--- config.mk ---
export PLATFORM = sky130hd
export DESIGN_NAME = channel_window_average_with_fault
export DESIGN_NICKNAME = d
export VERILOG_FILES = /design/src/hw/rtl/cwaf_pkg.sv /design/src/hw/rtl/cwaf_ctrl.sv /design/src/hw/rtl/cwaf_div.sv /design/src/hw/rtl/cwaf_dp.sv /design/src/hw/rtl/channel_window_average_with_fault.sv
export SDC_FILE = /design/constraint.sdc
export NUM_CORES = 1
export LEC_CHECK = 0
export ABC_AREA = 1
export ABC_CLOCK_PERIOD_IN_PS = 13200
export BUFFER_PORTS_ARGS = -buffer_cell sky130_fd_sc_hd__buf_2
export CORE_MARGIN = 2
export CORE_UTILIZATION = 45
export CTS_CLUSTER_SIZE = 24
export DETAILED_ROUTE_END_ITERATION = 10
export SLEW_MARGIN = 5
export SYNTH_ARGS = -nofsm -noshare
export SYNTH_HDL_FRONTEND = slang
export SYNTH_SLANG_ARGS = --single-unit
--- constraint.sdc ---
create_clock -name clk -period 13.2 [get_ports clk]
set_input_delay 1.32 -clock clk [delete_from_list [all_inputs] [get_ports clk]]
set_output_delay 1.32 -clock clk [all_outputs]
set_load 0.02 [all_outputs]
--- src/hw/rtl/cwaf_pkg.sv ---
`timescale 1ns / 1ps
// ----------------------------------------------------------------------------
// cwaf_pkg
// Shared widths, defaults, register indexes and the control/status types of
// the channel window averager.
// ----------------------------------------------------------------------------
package cwaf_pkg;

	localparam int CHAN_W        = 2;
	localparam int READING_W     = 20;
	localparam int BOUND_W       = 19;
	localparam int FAULT_W       = 3;
	localparam int CFG_INDEX_W   = 1;

	localparam int CHANNELS_DEF  = 4;
	localparam int WINDOW_DEF    = 8;

	localparam logic [FAULT_W-1:0] FAULT_LIMIT = 3'd5;

	localparam logic [BOUND_W-1:0] MAX_ABS_RESET = 19'd21952;
	localparam logic [BOUND_W-1:0] MIN_ABS_RESET = 19'd0;

	localparam logic [CFG_INDEX_W-1:0] CFG_MAX_ABS = 1'b0;
	localparam logic [CFG_INDEX_W-1:0] CFG_MIN_ABS = 1'b1;

	typedef struct packed {
		logic capture;
		logic update;
		logic div_start;
		logic out_load;
	} cmd_t;

	typedef struct packed {
		logic ch_ok;
		logic report;
		logic fault_hit;
		logic div_done;
		logic out_free;
	} status_t;

endpackage

--- src/hw/rtl/cwaf_ctrl.sv ---
`timescale 1ns / 1ps
// ----------------------------------------------------------------------------
// cwaf_ctrl
// Sequencer: takes one transfer and updates the channel state; a reporting item
// then runs the divider, unless a fault skips it, and loads the output register.
// ----------------------------------------------------------------------------
module cwaf_ctrl (
	input  logic                clk,
	input  logic                arst_n,
	input  logic                in_valid,
	output logic                in_ready,
	input  cwaf_pkg::status_t   status,
	output cwaf_pkg::cmd_t      cmd
);

	typedef enum logic [2:0] {
		ST_IDLE,
		ST_UPDATE,
		ST_START,
		ST_DIV,
		ST_DONE
	} state_t;

	state_t state_q;

	always_ff @(posedge clk or negedge arst_n) begin
		if (!arst_n) begin
			state_q <= ST_IDLE;
		end else begin
			unique case (state_q)
				ST_IDLE: begin
					if (in_valid && status.ch_ok)
						state_q <= ST_UPDATE;
				end
				ST_UPDATE: begin
					priority if (!status.report)
						state_q <= ST_IDLE;
					else if (status.fault_hit)
						state_q <= ST_DONE;
					else
						state_q <= ST_START;
				end
				ST_START: begin
					state_q <= ST_DIV;
				end
				ST_DIV: begin
					if (status.div_done)
						state_q <= ST_DONE;
				end
				ST_DONE: begin
					if (status.out_free)
						state_q <= ST_IDLE;
				end
				default: begin
					state_q <= ST_IDLE;
				end
			endcase
		end
	end

	assign in_ready = (state_q == ST_IDLE);

	always_comb begin
		cmd           = '0;
		cmd.capture   = (state_q == ST_IDLE) && in_valid;
		cmd.update    = (state_q == ST_UPDATE);
		cmd.div_start = (state_q == ST_START);
		cmd.out_load  = (state_q == ST_DONE) && status.out_free;
	end

endmodule

--- src/hw/rtl/cwaf_div.sv ---
`timescale 1ns / 1ps
// ----------------------------------------------------------------------------
// cwaf_div
// Unsigned restoring divider, one quotient bit per cycle. A zero divisor
// gives a zero quotient.
// ----------------------------------------------------------------------------
module cwaf_div #(
	parameter int DVD_W = 23,
	parameter int DVS_W = 4
) (
	input  logic             clk,
	input  logic             arst_n,
	input  logic             start,
	input  logic [DVD_W-1:0] dividend,
	input  logic [DVS_W-1:0] divisor,
	output logic             done,
	output logic [DVD_W-1:0] quotient
);

	localparam int STEP_W = (DVD_W > 1) ? $clog2(DVD_W) : 1;

	logic              busy_q;
	logic [STEP_W-1:0] step_q;
	logic [DVD_W-1:0]  quo_q;
	logic [DVS_W-1:0]  rem_q;
	logic [DVS_W-1:0]  dvs_q;
	logic              zero_q;
	logic [DVS_W:0]    trial;
	logic              ge;
	logic [DVS_W:0]    diff;

	assign trial = {rem_q, quo_q[DVD_W-1]};
	assign ge    = (trial >= {1'b0, dvs_q});
	assign diff  = trial - {1'b0, dvs_q};
	assign done  = busy_q && (step_q == STEP_W'(DVD_W - 1));

	always_ff @(posedge clk or negedge arst_n) begin
		if (!arst_n) begin
			busy_q <= 1'b0;
			step_q <= '0;
		end else if (start) begin
			busy_q <= 1'b1;
			step_q <= '0;
		end else if (busy_q) begin
			if (done)
				busy_q <= 1'b0;
			step_q <= step_q + 1'b1;
		end
	end

	always_ff @(posedge clk) begin
		if (start) begin
			quo_q  <= dividend;
			rem_q  <= '0;
			dvs_q  <= divisor;
			zero_q <= (divisor == '0);
		end else if (busy_q) begin
			if (DVD_W > 1)
				quo_q <= {quo_q[DVD_W-2:0], ge};
			else
				quo_q <= DVD_W'(ge);
			rem_q <= ge ? diff[DVS_W-1:0] : trial[DVS_W-1:0];
		end
	end

	assign quotient = zero_q ? '0 : quo_q;

endmodule

--- src/hw/rtl/cwaf_dp.sv ---
`timescale 1ns / 1ps
// ----------------------------------------------------------------------------
// cwaf_dp
// Datapath: bound registers, sample store, per-channel sum, pointer, fill
// and fault state, the divider and the output register.
// ----------------------------------------------------------------------------
module cwaf_dp #(
	parameter int CHANNELS = cwaf_pkg::CHANNELS_DEF,
	parameter int WINDOW   = cwaf_pkg::WINDOW_DEF
) (
	input  logic                                  clk,
	input  logic                                  arst_n,
	input  logic                                  cfg_we,
	input  logic [cwaf_pkg::CFG_INDEX_W-1:0]      cfg_index,
	input  logic [cwaf_pkg::BOUND_W-1:0]          cfg_data,
	input  logic [cwaf_pkg::CHAN_W-1:0]           in_channel,
	input  logic signed [cwaf_pkg::READING_W-1:0] in_reading,
	input  logic                                  in_report,
	input  cwaf_pkg::cmd_t                        cmd,
	output cwaf_pkg::status_t                     status,
	output logic                                  out_valid,
	input  logic                                  out_ready,
	output logic [cwaf_pkg::CHAN_W-1:0]           out_channel,
	output logic signed [cwaf_pkg::READING_W-1:0] out_average,
	output logic                                  out_invalid
);

	localparam int RW    = cwaf_pkg::READING_W;
	localparam int CH_W  = (CHANNELS > 1) ? $clog2(CHANNELS) : 1;
	localparam int PTR_W = (WINDOW > 1) ? $clog2(WINDOW) : 1;
	localparam int CNT_W = $clog2(WINDOW + 1);
	localparam int SUM_W = RW + $clog2(WINDOW);
	localparam int MEM_D = CHANNELS * (2 ** PTR_W);

	logic [cwaf_pkg::BOUND_W-1:0] max_abs_q;
	logic [cwaf_pkg::BOUND_W-1:0] min_abs_q;

	logic signed [RW-1:0] mem [MEM_D];
	logic signed [RW-1:0] rd_data_q;

	logic signed [SUM_W-1:0]   sum_q   [CHANNELS];
	logic [PTR_W-1:0]          ptr_q   [CHANNELS];
	logic                      full_q  [CHANNELS];
	logic [cwaf_pkg::FAULT_W-1:0] fault_q [CHANNELS];

	logic [cwaf_pkg::CHAN_W-1:0] chan_q;
	logic [CH_W-1:0]             ch_q;
	logic signed [RW-1:0]        rd_q;
	logic                        report_q;
	logic                        inv_q;
	logic                        neg_q;

	logic [CH_W-1:0]              in_ch;
	logic [RW-1:0]                mag;
	logic                         in_bounds;
	logic signed [RW-1:0]         old_sample;
	logic signed [SUM_W-1:0]      sum_upd;
	logic                         ptr_last;
	logic [PTR_W-1:0]             ptr_nx;
	logic [cwaf_pkg::FAULT_W-1:0] fault_nx;
	logic                         fault_hit;
	logic signed [SUM_W-1:0]      sum_cur;
	logic [SUM_W-1:0]             dvd;
	logic [CNT_W-1:0]             dvs;
	logic                         div_done;
	logic [SUM_W-1:0]             quot;
	logic [SUM_W-1:0]             avg_full;
	logic                         out_valid_q;
	logic                         out_free;

	assign in_ch = CH_W'(in_channel);

	always_ff @(posedge clk or negedge arst_n) begin
		if (!arst_n) begin
			max_abs_q <= cwaf_pkg::MAX_ABS_RESET;
			min_abs_q <= cwaf_pkg::MIN_ABS_RESET;
		end else if (cfg_we) begin
			unique case (cfg_index)
				cwaf_pkg::CFG_MAX_ABS: max_abs_q <= cfg_data;
				cwaf_pkg::CFG_MIN_ABS: min_abs_q <= cfg_data;
				default: ;
			endcase
		end
	end

	always_ff @(posedge clk) begin
		if (cmd.capture && status.ch_ok) begin
			chan_q    <= in_channel;
			ch_q      <= in_ch;
			rd_q      <= in_reading;
			report_q  <= in_report;
			rd_data_q <= mem[{in_ch, ptr_q[in_ch]}];
		end
		if (cmd.update && in_bounds)
			mem[{ch_q, ptr_q[ch_q]}] <= rd_q;
	end

	assign mag        = rd_q[RW-1] ? (~rd_q + 1'b1) : rd_q;
	assign in_bounds  = (mag <= {1'b0, max_abs_q}) && (mag >= {1'b0, min_abs_q});
	assign old_sample = full_q[ch_q] ? rd_data_q : '0;
	assign sum_upd    = sum_q[ch_q] - SUM_W'(old_sample) + SUM_W'(rd_q);
	assign ptr_last   = (ptr_q[ch_q] == PTR_W'(WINDOW - 1));
	assign ptr_nx     = ptr_last ? '0 : ptr_q[ch_q] + 1'b1;

	always_comb begin
		if (in_bounds)
			fault_nx = '0;
		else if (fault_q[ch_q] < cwaf_pkg::FAULT_LIMIT)
			fault_nx = fault_q[ch_q] + 1'b1;
		else
			fault_nx = fault_q[ch_q];
	end

	assign fault_hit = report_q && (fault_nx >= cwaf_pkg::FAULT_LIMIT);

	always_ff @(posedge clk or negedge arst_n) begin
		if (!arst_n) begin
			for (int i = 0; i < CHANNELS; i++) begin
				sum_q[i]   <= '0;
				ptr_q[i]   <= '0;
				full_q[i]  <= 1'b0;
				fault_q[i] <= '0;
			end
		end else if (cmd.update) begin
			fault_q[ch_q] <= fault_nx;
			priority if (fault_hit) begin
				sum_q[ch_q]  <= '0;
				ptr_q[ch_q]  <= '0;
				full_q[ch_q] <= 1'b0;
			end else if (in_bounds) begin
				sum_q[ch_q]  <= sum_upd;
				ptr_q[ch_q]  <= ptr_nx;
				full_q[ch_q] <= full_q[ch_q] || ptr_last;
			end
		end
	end

	assign sum_cur = sum_q[ch_q];
	assign dvd     = sum_cur[SUM_W-1] ? (~sum_cur + 1'b1) : sum_cur;
	assign dvs     = full_q[ch_q] ? CNT_W'(WINDOW) : CNT_W'(ptr_q[ch_q]);

	always_ff @(posedge clk) begin
		if (cmd.update)
			inv_q <= fault_hit;
		if (cmd.div_start)
			neg_q <= sum_cur[SUM_W-1];
	end

	cwaf_div #(
		.DVD_W (SUM_W),
		.DVS_W (CNT_W)
	) u_div (
		.clk      (clk),
		.arst_n   (arst_n),
		.start    (cmd.div_start),
		.dividend (dvd),
		.divisor  (dvs),
		.done     (div_done),
		.quotient (quot)
	);

	assign avg_full = neg_q ? (~quot + 1'b1) : quot;
	assign out_free = !out_valid_q || out_ready;

	always_ff @(posedge clk or negedge arst_n) begin
		if (!arst_n)
			out_valid_q <= 1'b0;
		else if (cmd.out_load)
			out_valid_q <= 1'b1;
		else if (out_ready)
			out_valid_q <= 1'b0;
	end

	always_ff @(posedge clk) begin
		if (cmd.out_load) begin
			out_channel <= chan_q;
			out_invalid <= inv_q;
			out_average <= inv_q ? '0 : avg_full[RW-1:0];
		end
	end

	assign out_valid = out_valid_q;

	always_comb begin
		status           = '0;
		status.ch_ok     = (32'(in_channel) < CHANNELS);
		status.report    = report_q;
		status.fault_hit = fault_hit;
		status.div_done  = div_done;
		status.out_free  = out_free;
	end

endmodule

--- src/hw/rtl/channel_window_average_with_fault.sv ---
`timescale 1ns / 1ps
// ----------------------------------------------------------------------------
// channel_window_average_with_fault
// Per-channel moving average over a circular sample window, with a fault
// counter that flags a result invalid and clears the channel's window.
// An input transfer is followed by the channel update, the divider start and a
// bit-serial divide with one quotient bit per cycle, then by the output load. An
// invalid result skips the divider, and an item that reports nothing frees the
// input after the channel update. For a reporting item the next input transfer
// is taken once the result sits in the output register.
// Reset is asynchronous and active low; it clears all channel state at once,
// the sample store needs no clearing pass.
// ----------------------------------------------------------------------------
module channel_window_average_with_fault #(
	parameter int CHANNELS = cwaf_pkg::CHANNELS_DEF,
	parameter int WINDOW   = cwaf_pkg::WINDOW_DEF
) (
	input  logic                             clk,
	input  logic                             arst_n,
	input  logic                             cfg_we,
	input  logic [cwaf_pkg::CFG_INDEX_W-1:0] cfg_index,
	input  logic [cwaf_pkg::BOUND_W-1:0]     cfg_data,
	input  logic                             s_tvalid,
	output logic                             s_tready,
	input  logic [23:0]                      s_tdata,  // channel, reading, zero pad
	input  logic                             s_tuser,  // report_enable
	output logic                             m_tvalid,
	input  logic                             m_tready,
	output logic [23:0]                      m_tdata,  // out_channel, average, zero pad
	output logic                             m_tuser   // invalid
);

	cwaf_pkg::cmd_t    cmd;
	cwaf_pkg::status_t status;

	logic [cwaf_pkg::CHAN_W-1:0]           out_channel;
	logic signed [cwaf_pkg::READING_W-1:0] out_average;

	cwaf_ctrl u_ctrl (
		.clk      (clk),
		.arst_n   (arst_n),
		.in_valid (s_tvalid),
		.in_ready (s_tready),
		.status   (status),
		.cmd      (cmd)
	);

	cwaf_dp #(
		.CHANNELS (CHANNELS),
		.WINDOW   (WINDOW)
	) u_dp (
		.clk         (clk),
		.arst_n      (arst_n),
		.cfg_we      (cfg_we),
		.cfg_index   (cfg_index),
		.cfg_data    (cfg_data),
		.in_channel  (s_tdata[1:0]),
		.in_reading  (s_tdata[21:2]),
		.in_report   (s_tuser),
		.cmd         (cmd),
		.status      (status),
		.out_valid   (m_tvalid),
		.out_ready   (m_tready),
		.out_channel (out_channel),
		.out_average (out_average),
		.out_invalid (m_tuser)
	);

	assign m_tdata = {2'b00, out_average, out_channel};

	a_busy_after_take: assert property (@(posedge clk) disable iff (!arst_n)
		(s_tvalid && s_tready && status.ch_ok) |=> !s_tready)
		else $error("input taken again before the previous item finished");

	a_no_overwrite: assert property (@(posedge clk) disable iff (!arst_n)
		cmd.out_load |-> (!m_tvalid || m_tready))
		else $error("output register loaded over a pending result");

	a_invalid_zero: assert property (@(posedge clk) disable iff (!arst_n)
		(m_tvalid && m_tuser) |-> (m_tdata[21:2] == '0))
		else $error("invalid result carries a non-zero average");

	a_div_only_busy: assert property (@(posedge clk) disable iff (!arst_n)
		status.div_done |-> !s_tready)
		else $error("divider finished while the block was idle");

endmodule

==> metrics.log, run 1 <==
[metrics] setup repair after global routing missed its margin: false
[metrics] Clock H-tree levels: 3
[metrics] DR WL met3: 6600 µm
[metrics] critical path's top delay family: buffers and inverters
[metrics] Final Hold Slack: 0.484 ns
[metrics] final critical-path setup slack: between 6 and 7 ns
[metrics] class of the most critical setup path: in -> reg
[metrics] Routed WL per cell: between 20 and 25 µm
[metrics] cell area after synthesis: 40900 µm²
[metrics] data arrival time of the critical path: approximately 6.6 ns
[metrics] CP Data Required Time: 13.62 ns
[metrics] number of design rule violations left after detail routing: 0
[metrics] post-synthesis cell count: 3736
[metrics] # hold bufs at CTS: 0
[metrics] Vias/cell: 5.48
[metrics] cell with the most instances on the worst path: sky130_fd_sc_hd__buf_4
[metrics] clock buffer count from CTS: 94
[metrics] post-layout net count: 3938
[metrics] slew at the pin closest to its max-slew limit: 1.16 ns
[metrics] maximum root-to-sink buffer count: 3
[metrics] Seq cells post-synth: 908
[metrics] total of buffers placed on input and output ports: 72
[metrics] Antenna Cells: 0
[metrics] Die W: 306 µm
[metrics] number of vias after detailed routing: 27667
[metrics] fraction of final layout cells with drive strength greater than 1: 0.0990
[metrics] full die area: 93400 µm²
[metrics] Site Rows: 110
[metrics] number of I/O pins: 77
[metrics] final-layout setup total negative slack: 0 ns
[metrics] initial core utilization: 0.454
[metrics] synthesis-to-layout area growth: 11.6%
[metrics] Peak supply drop: ~160 µV
[metrics] CTS tree: done
[metrics] adder-cell share of the synthesized area: 0.0345
[metrics] Root Buffer Master: sky130_fd_sc_hd__clkbuf_16
[metrics] aggregate global routing overflow: 0
[metrics] Clk Latency, worst-skew pair: 0.68 ns
[metrics] category of the worst setup path launch point: input pin
[metrics] class of the tightest hold or removal check: reg -> reg
[metrics] uppermost metal layer occupied by signal nets: met4
[metrics] first-pass GRT wire length: 161000 µm
[metrics] number of instances resized during post-cts repair: 0
[metrics] worst-case clock skew: 0.0252 ns
[metrics] number of DRC markers after the initial detailed-route iteration: ~2900
[metrics] yosys synthesis warning count: 0
[metrics] critical path buffer and inverter count: 6
[metrics] detailed-placement wirelength estimate: 61800 µm
[metrics] area share of xor/xnor cells in the synthesized design: 0.00941
[metrics] compound-cell area share of the yosys netlist: 0.127
[metrics] portion of netlist area occupied by mux cells: 0
[metrics] combinational family with the most area after synthesis: compound AO/OA/AOI/OAI gates
[metrics] share of synthesized cell area in and, or, nand and nor gates: 0.123
[metrics] Max-slew headroom: 0.228
[metrics] Floorplan Core Area: 90100 µm²
[metrics] number of pins exceeding their max-slew limit in the final report: 0
[metrics] Post-synth EDFFs: 736
[metrics] drt first pass iters: 8
[metrics] largest net degree at the start of global routing: 95
[metrics] post-layout minimum cycle time: 6.22 ns
[metrics] routed length on met2: 49400 µm
[metrics] via count of the first global-routing pass: roughly 26000
[metrics] share of flip-flops with an asynchronous set or reset after synthesis: 0.185
[metrics] overall track demand over capacity in global routing: 0.227
[metrics] DIE HEIGHT: 306 µm
[metrics] CTS Sinks: a little over 900
[metrics] total power density per cell area: 203 nW/µm²
[metrics] post-detailed-routing wire length: 107000 µm
[metrics] leakage component of the power: 17.7 nW
[metrics] maximum operating frequency: 0.161 GHz
[metrics] post-placement worst setup slack: 6.40 ns
[metrics] critical path endpoint category: register
[metrics] Hold Fails Final Rpt: 0
[metrics] DRT met1 WL: about 47000 µm
[metrics] commonest register cell after synthesis: sky130_fd_sc_hd__edfxtp_1
[metrics] clock transition at the registers of the reported paths: 0.06 ns
[metrics] highest net fanout along the worst path: 94
[metrics] Post-CTS Setup Repair Bufs: 0
[metrics] mean post-synth cell area: 11.0 µm²
[metrics] antenna viol nets, final: 0
[metrics] result of the run: finished, final reports clean
[metrics] reported max-cap violation count: 0
[metrics] Critical Path Max Stage Delay: ~0.86 ns
[metrics] cell with the largest stage delay on the worst path: sky130_fd_sc_hd__buf_4
[metrics] portion of the clock cycle consumed by the worst path in the final layout: 0.471
[metrics] cell-by-cell trace of the critical path: buf_2 -> buf_4 -> inv_2 -> a21oi_1 -> o21ai_0 -> nand2_4 -> buf_4 -> buf_4 -> buf_4 -> a21oi_1 -> o21ai_0 -> o311ai_0 -> nand3_1 -> nand3_1 -> and2_1
[metrics] initial antenna violation count: 2
[metrics] final count of negative-setup-slack endpoints: 0
[metrics] post-synth cell types: 58
[metrics] Final GP Congestion: 0.875
[metrics] sequential-to-total area share from yosys stat: 0.645
## synth_stat cells (54+ instances only)
cell / n / share of area
sky130_fd_sc_hd__dfrtp_1: 162 / 0.099
sky130_fd_sc_hd__edfxtp_1: 736 / 0.54
sky130_fd_sc_hd__o21ai_0: 346 / 0.042
sky130_fd_sc_hd__nor2_1: 490 / 0.045
sky130_fd_sc_hd__clkbuf_1: 116 / 0.011
sky130_fd_sc_hd__nand2_1: 465 / 0.043
sky130_fd_sc_hd__o311ai_0: 140 / 0.030
sky130_fd_sc_hd__nand3_1: 160 / 0.020
sky130_fd_sc_hd__ha_1: 76 / 0.023
sky130_fd_sc_hd__a21oi_1: 218 / 0.027
sky130_fd_sc_hd__buf_2: 54 / 0.0066
sky130_fd_sc_hd__inv_1: 405 / 0.037
## metal layers
metal	up-vias	global-route usage
li1	13187	-
met1	13438	0.316
met2	877	0.365
met3	165	0.0336
met4	0	0.0788
met5	-	0
## kinds of logic (layout without fill, tap and decap cells)
family,count (synthesis),in the layout
buffers and inverters,611,743
DFF,908,908
adders and majority gates,99,99
and+or+nand+nor,1217,1217
AOI/OAI and AO/OA,856,856
other,1,2
xor gates and xnor gates,44,44
## per-stage QoR
stage / instance area (µm²) / cells / power (W) / util
floorplan: 40900 / 3737 / 0.00578 / -
global placement: 42600 / 4869 / 0.00662 / 0.472
detailed placement: 42600 / 4869 / 0.00666 / 0.472
CTS: 45700 / 5045 / 0.00933 / 0.507
global route: 45700 / 5045 / 0.00984 / 0.507
finish: 45700 / 5045 / 0.00929 / 0.507
## power by group
group / internal (W) / total, W / leakage (nW) / switching [W]
Combinational: 0.000878 / 0.00294 / 7.33 / 0.00206
Sequential: 0.00352 / 0.00369 / 8.86 / 0.000169
Clock: 0.00154 / 0.00266 / 1.52 / 0.00113
## worst reg2reg max path: stages (launching register included)
cell,delay [ns]
sky130_fd_sc_hd__edfxtp_1,0.53
sky130_fd_sc_hd__inv_1,0.43
sky130_fd_sc_hd__ha_1,0.24
sky130_fd_sc_hd__inv_1,0.06
sky130_fd_sc_hd__nor3_1,0.19
sky130_fd_sc_hd__nand2_1,0.10
sky130_fd_sc_hd__inv_1,0.06
sky130_fd_sc_hd__nand2_1,0.06
sky130_fd_sc_hd__nor3_1,0.22
sky130_fd_sc_hd__nand3_1,0.17
sky130_fd_sc_hd__nor3_1,0.31
sky130_fd_sc_hd__a41oi_1,0.19
sky130_fd_sc_hd__xor2_1,0.21
sky130_fd_sc_hd__ha_1,0.33
sky130_fd_sc_hd__nand2_1,0.07
sky130_fd_sc_hd__nor3_1,0.22
sky130_fd_sc_hd__nand2_1,0.10
sky130_fd_sc_hd__inv_1,0.07
sky130_fd_sc_hd__nand4_1,0.07
sky130_fd_sc_hd__nand2_1,0.16
sky130_fd_sc_hd__nand3_1,0.35
sky130_fd_sc_hd__inv_1,0.23
sky130_fd_sc_hd__nand2_1,0.36
sky130_fd_sc_hd__nor2_4,0.85
## path summary, 6_finish.rpt
kind                                 startpoint  slack, ns  cells past startpoint              endpoint
worst max-delay path                 s_tdata[1]       6.98                     15     u_dp.rd_data_q[5]
min in group asynchronous                arst_n       0.64                      1  u_dp.u_div.step_q[3]
max in group asynchronous                arst_n      11.34                      2        u_dp.sum_q[27]
worst max register to register     u_dp.rd_q[0]       7.24                     23      u_dp.mem[17][19]
worst min register to register  u_dp.fault_q[4]       0.48                      2       u_dp.fault_q[4]
worst min-delay path            u_dp.fault_q[4]       0.48                      2       u_dp.fault_q[4]
## flip-flops by register name (all words and copies together) (netlist names), 2 cells and up
| signal | flops |
|---|---|
| u_ctrl.state_q | 3 |
| u_dp.chan_q | 2 |
| u_dp.fault_q | 12 |
| u_dp.full_q | 4 |
| u_dp.max_abs_q | 19 |
| u_dp.mem | 640 |
| u_dp.min_abs_q | 19 |
| u_dp.out_average | 20 |
| u_dp.out_channel | 2 |
| u_dp.ptr_q | 12 |
| u_dp.rd_data_q | 20 |
| u_dp.rd_q | 20 |
| u_dp.sum_q | 92 |
| u_dp.u_div.dvs_q | 4 |
| u_dp.u_div.quo_q | 23 |
| u_dp.u_div.rem_q | 4 |
| u_dp.u_div.step_q | 5 |
## cell type report
cell class              count  area, µm²
fillers                  7954      44500
well taps                1176       1470
repair buffers            151        960
clock buffers             125       2580
flip-flops and latches    908      26400
inverters                 416       1570
clock inverters            51        520
multi-input cells        2218      12200
## placed cells by master, fill, tap and decap left out, types with 16 or more instances in the layout
cell / instances
sky130_fd_sc_hd__nor3_1: 26
sky130_fd_sc_hd__nand3_1: 160
sky130_fd_sc_hd__o21ai_1: 51
sky130_fd_sc_hd__inv_1: 405
sky130_fd_sc_hd__a21oi_1: 218
sky130_fd_sc_hd__nor2_1: 455
sky130_fd_sc_hd__o21ai_0: 346
sky130_fd_sc_hd__buf_4: 79
sky130_fd_sc_hd__ha_1: 76
sky130_fd_sc_hd__edfxtp_1: 736
sky130_fd_sc_hd__xor2_1: 37
sky130_fd_sc_hd__dfrtp_1: 162
sky130_fd_sc_hd__o211ai_1: 23
sky130_fd_sc_hd__clkbuf_1: 22
sky130_fd_sc_hd__clkbuf_16: 96
sky130_fd_sc_hd__o311ai_0: 140
sky130_fd_sc_hd__nor2_2: 33
sky130_fd_sc_hd__clkinv_1: 20
sky130_fd_sc_hd__o32ai_1: 20
sky130_fd_sc_hd__fa_1: 23
sky130_fd_sc_hd__clkinv_2: 19
sky130_fd_sc_hd__buf_2: 71
sky130_fd_sc_hd__nand2_1: 463
sky130_fd_sc_hd__nand4_1: 16
sky130_fd_sc_hd__and2_1: 23
Power figures use the tool's default switching activity.
==> run 2: changes to the inputs <==
--- a/config.mk
+++ b/config.mk
@@ -6,7 +6,7 @@
 export NUM_CORES = 1
 export LEC_CHECK = 0
 export ABC_AREA = 1
-export ABC_CLOCK_PERIOD_IN_PS = 13200
+export ABC_CLOCK_PERIOD_IN_PS = 5090
 export BUFFER_PORTS_ARGS = -buffer_cell sky130_fd_sc_hd__buf_2
 export CORE_MARGIN = 2
 export CORE_UTILIZATION = 45
==> constraint.sdc (replaced) <==
create_clock -name clk -period 5.09 [get_ports clk]
set_input_delay 0.509 -clock clk [delete_from_list [all_inputs] [get_ports clk]]
set_output_delay 0.509 -clock clk [all_outputs]
set_load 0.02 [all_outputs]
==> run 2 against run 1 <==
Clock-buffer cell count down 2. Global-route usage down 0.38 points. Total power grew to 2.6 times the previous value. Hold slack got worse by 0.44 ns. Sequential share of layout area shrank 1.1 points. Via count up 0.38%. Critical endpoint is now u_dp.mem[11][0]. Combinational power rose to 2.7 times the previous value.
==> metrics.log, run 2 (synthesized netlist as in run 1, its figures left out) <==
[metrics] depth of the most critical reg-to-reg path: 26
[metrics] cell with the most instances on the worst path: sky130_fd_sc_hd__nand2_1
[metrics] category of the worst setup path launch point: register
[metrics] number of DRC markers after the initial detailed-route iteration: 2625
[metrics] maximum operating frequency: 0.218 GHz
[metrics] maximum root-to-sink buffer count: 3
[metrics] post-layout net count: 3990
[metrics] initial antenna violation count: 1
[metrics] Crit. path cell count: 26
[metrics] initial core utilization: 0.454
[metrics] final-layout setup total negative slack: 0 ns
[metrics] worst-case clock skew: 0.0462 ns
[metrics] highest net fanout along the worst path: 20
[metrics] Peak supply drop: roughly 330 µV
[metrics] class of the tightest hold or removal check: in -> reg
[metrics] synthesis-to-layout area growth: 13.8%
[metrics] slew at the pin closest to its max-slew limit: 1.14 ns
[metrics] final count of negative-setup-slack endpoints: 0
[metrics] detailed-placement wirelength estimate: 66000 µm
[metrics] first-pass GRT wire length: 159000 µm
[metrics] Hold Fails Final Rpt: 0
[metrics] critical path endpoint category: register
[metrics] post-detailed-routing wire length: 105000 µm
[metrics] class of the most critical setup path: reg -> reg
[metrics] leakage component of the power: roughly 18 nW
[metrics] final critical-path setup slack: 0.499 ns
[metrics] cell with the largest stage delay on the worst path: sky130_fd_sc_hd__edfxtp_1
[metrics] critical path buffer and inverter count: 8
[metrics] highest-count cells in the layout ignoring fill and taps: sky130_fd_sc_hd__edfxtp_1 (736), sky130_fd_sc_hd__nand2_1 (462), sky130_fd_sc_hd__nor2_1 (455)
[metrics] clock buffer count from CTS: 95
[metrics] result of the run: finished, final reports clean
[metrics] data arrival time of the critical path: 4.97 ns
[metrics] Vias/cell: 5.45
[metrics] number of pins exceeding their max-slew limit in the final report: 0
[metrics] largest net degree at the start of global routing: between 200 and 250
[metrics] Floorplan Core Area: ~90000 µm²
[metrics] overall track demand over capacity in global routing: 0.223
[metrics] CTS tree: done
[metrics] area of combinational cells with multiple inputs: 12200 µm²
[metrics] end of the worst register-to-register path: u_dp.mem[11][0]
[metrics] reported max-cap violation count: 0
[metrics] max reg flops: 640
[metrics] setup repair after global routing missed its margin: false
[metrics] aggregate global routing overflow: 0
[metrics] CP Data Required Time: 5.46 ns
[metrics] drt first pass iters: 6
[metrics] post-placement worst setup slack: 0.313 ns
[metrics] Reg area: 26400 µm²
[metrics] Critical path origin: u_dp.rd_q[0]
[metrics] full die area: 93400 µm²
[metrics] Max-slew headroom: 0.239
[metrics] via count of the first global-routing pass: approximately 26000
[metrics] CTS Sinks: 908
[metrics] critical path's top delay family: simple AND/OR/NAND/NOR gates
[metrics] Site Rows: 110
[metrics] clock transition at the registers of the reported paths: 0.06 ns
[metrics] Post-CTS Setup Repair Bufs: 0
[metrics] count of fill cells added during filler insertion: 7913
[metrics] Final GP Congestion: approximately 0.84
[metrics] Die W: around 310 µm
[metrics] antenna viol nets, final: 0
[metrics] number of design rule violations left after detail routing: 0
[metrics] Root Buffer Master: sky130_fd_sc_hd__clkbuf_16
[metrics] total power density per cell area: 525 nW/µm²
[metrics] Routed WL per cell: between 20 and 25 µm
[metrics] number of I/O pins: 77
[metrics] Antenna Cells: 0
[metrics] most common library cell in the layout ignoring fill and taps: sky130_fd_sc_hd__edfxtp_1
[metrics] Clk Latency, worst-skew pair: roughly 0.68 ns
[metrics] capture point of the worst path: u_dp.mem[11][0]
[metrics] Clock H-tree levels: 3
[metrics] minimum setup slack among reg-to-reg paths: 0.50 ns
[metrics] total of buffers placed on input and output ports: 72
[metrics] number of vias after detailed routing: 27772
[metrics] post-layout minimum cycle time: 4.59 ns
[metrics] Critical Path Max Stage Delay: 0.38 ns
[metrics] portion of the clock cycle consumed by the worst path in the final layout: 0.902
[metrics] DIE HEIGHT: 306 µm
[metrics] reg-to-reg startpoint: u_dp.rd_q[0]
[metrics] fraction of final layout cells with drive strength greater than 1: 0.110
-- run 2: worst min path at each step --
| stage | start | end | cells after the start | slack (ns) |
|---|---|---|---|---|
| after floorplan | arst_n | u_ctrl.state_q[0] | 0 | 0.21 |
| after global placement | u_dp.u_div.rem_q[3] | u_dp.u_div.rem_q[3] | 2 | 0.46 |
| after detailed placement | u_dp.u_div.rem_q[3] | u_dp.u_div.rem_q[3] | 2 | 0.47 |
| after CTS | s_tdata[15] | u_dp.rd_q[13] | 1 | 0.004 |
| after global routing | s_tdata[11] | u_dp.rd_q[9] | 1 | 0.02 |
| final | s_tdata[11] | u_dp.rd_q[9] | 1 | 0.04 |
-- run 2: area by class of cell --
class | count | share of cell area
Clock buffer | 123 | 0.0557
Clock inverter | 55 | 0.0135
Timing Repair Buffer | 202 | 0.0378
Inverter | 416 | 0.0337
Tap cell | 1176 | 0.0316
Multi-Input combinational cell | 2218 | 0.261
Sequential cell | 908 | 0.566
-- run 2: timing repair --
item	4_1_cts	5_1_grt
hold buffers	13	0
endpoints found under the setup margin	0	400
resized for setup	0	2
endpoints found under the hold margin	92	0
-- run 2: power breakdown --
part           total [W]  leakage (nW)  internal [W]  switching [W]
clock network    0.00709          1.56       0.00413        0.00295
registers        0.00959          8.86       0.00913       0.000454
logic            0.00781          7.66       0.00240        0.00541
-- run 2: stage by stage --
step	cell area [µm²]	util	power (W)	instances	hold slack [ns]
detailed placement	43200	0.480	0.0175	4907	0.467
floorplan	40900	-	0.0150	3737	0.213
global placement	43200	0.480	0.0174	4907	0.457
global route	46600	0.517	0.0260	5098	0.0157
CTS	46600	0.517	0.0246	5098	0.00384
finish	46600	0.517	0.0245	5098	0.0404
-- run 2: routing by layer --
metal,share of wire,GRT usage,up-vias
met4,0.027,0.0670,2
li1,-,-,13326
met1,0.45,0.318,13530
met2,0.47,0.356,762
met3,0.058,0.0316,152
met5,0.00016,0,-
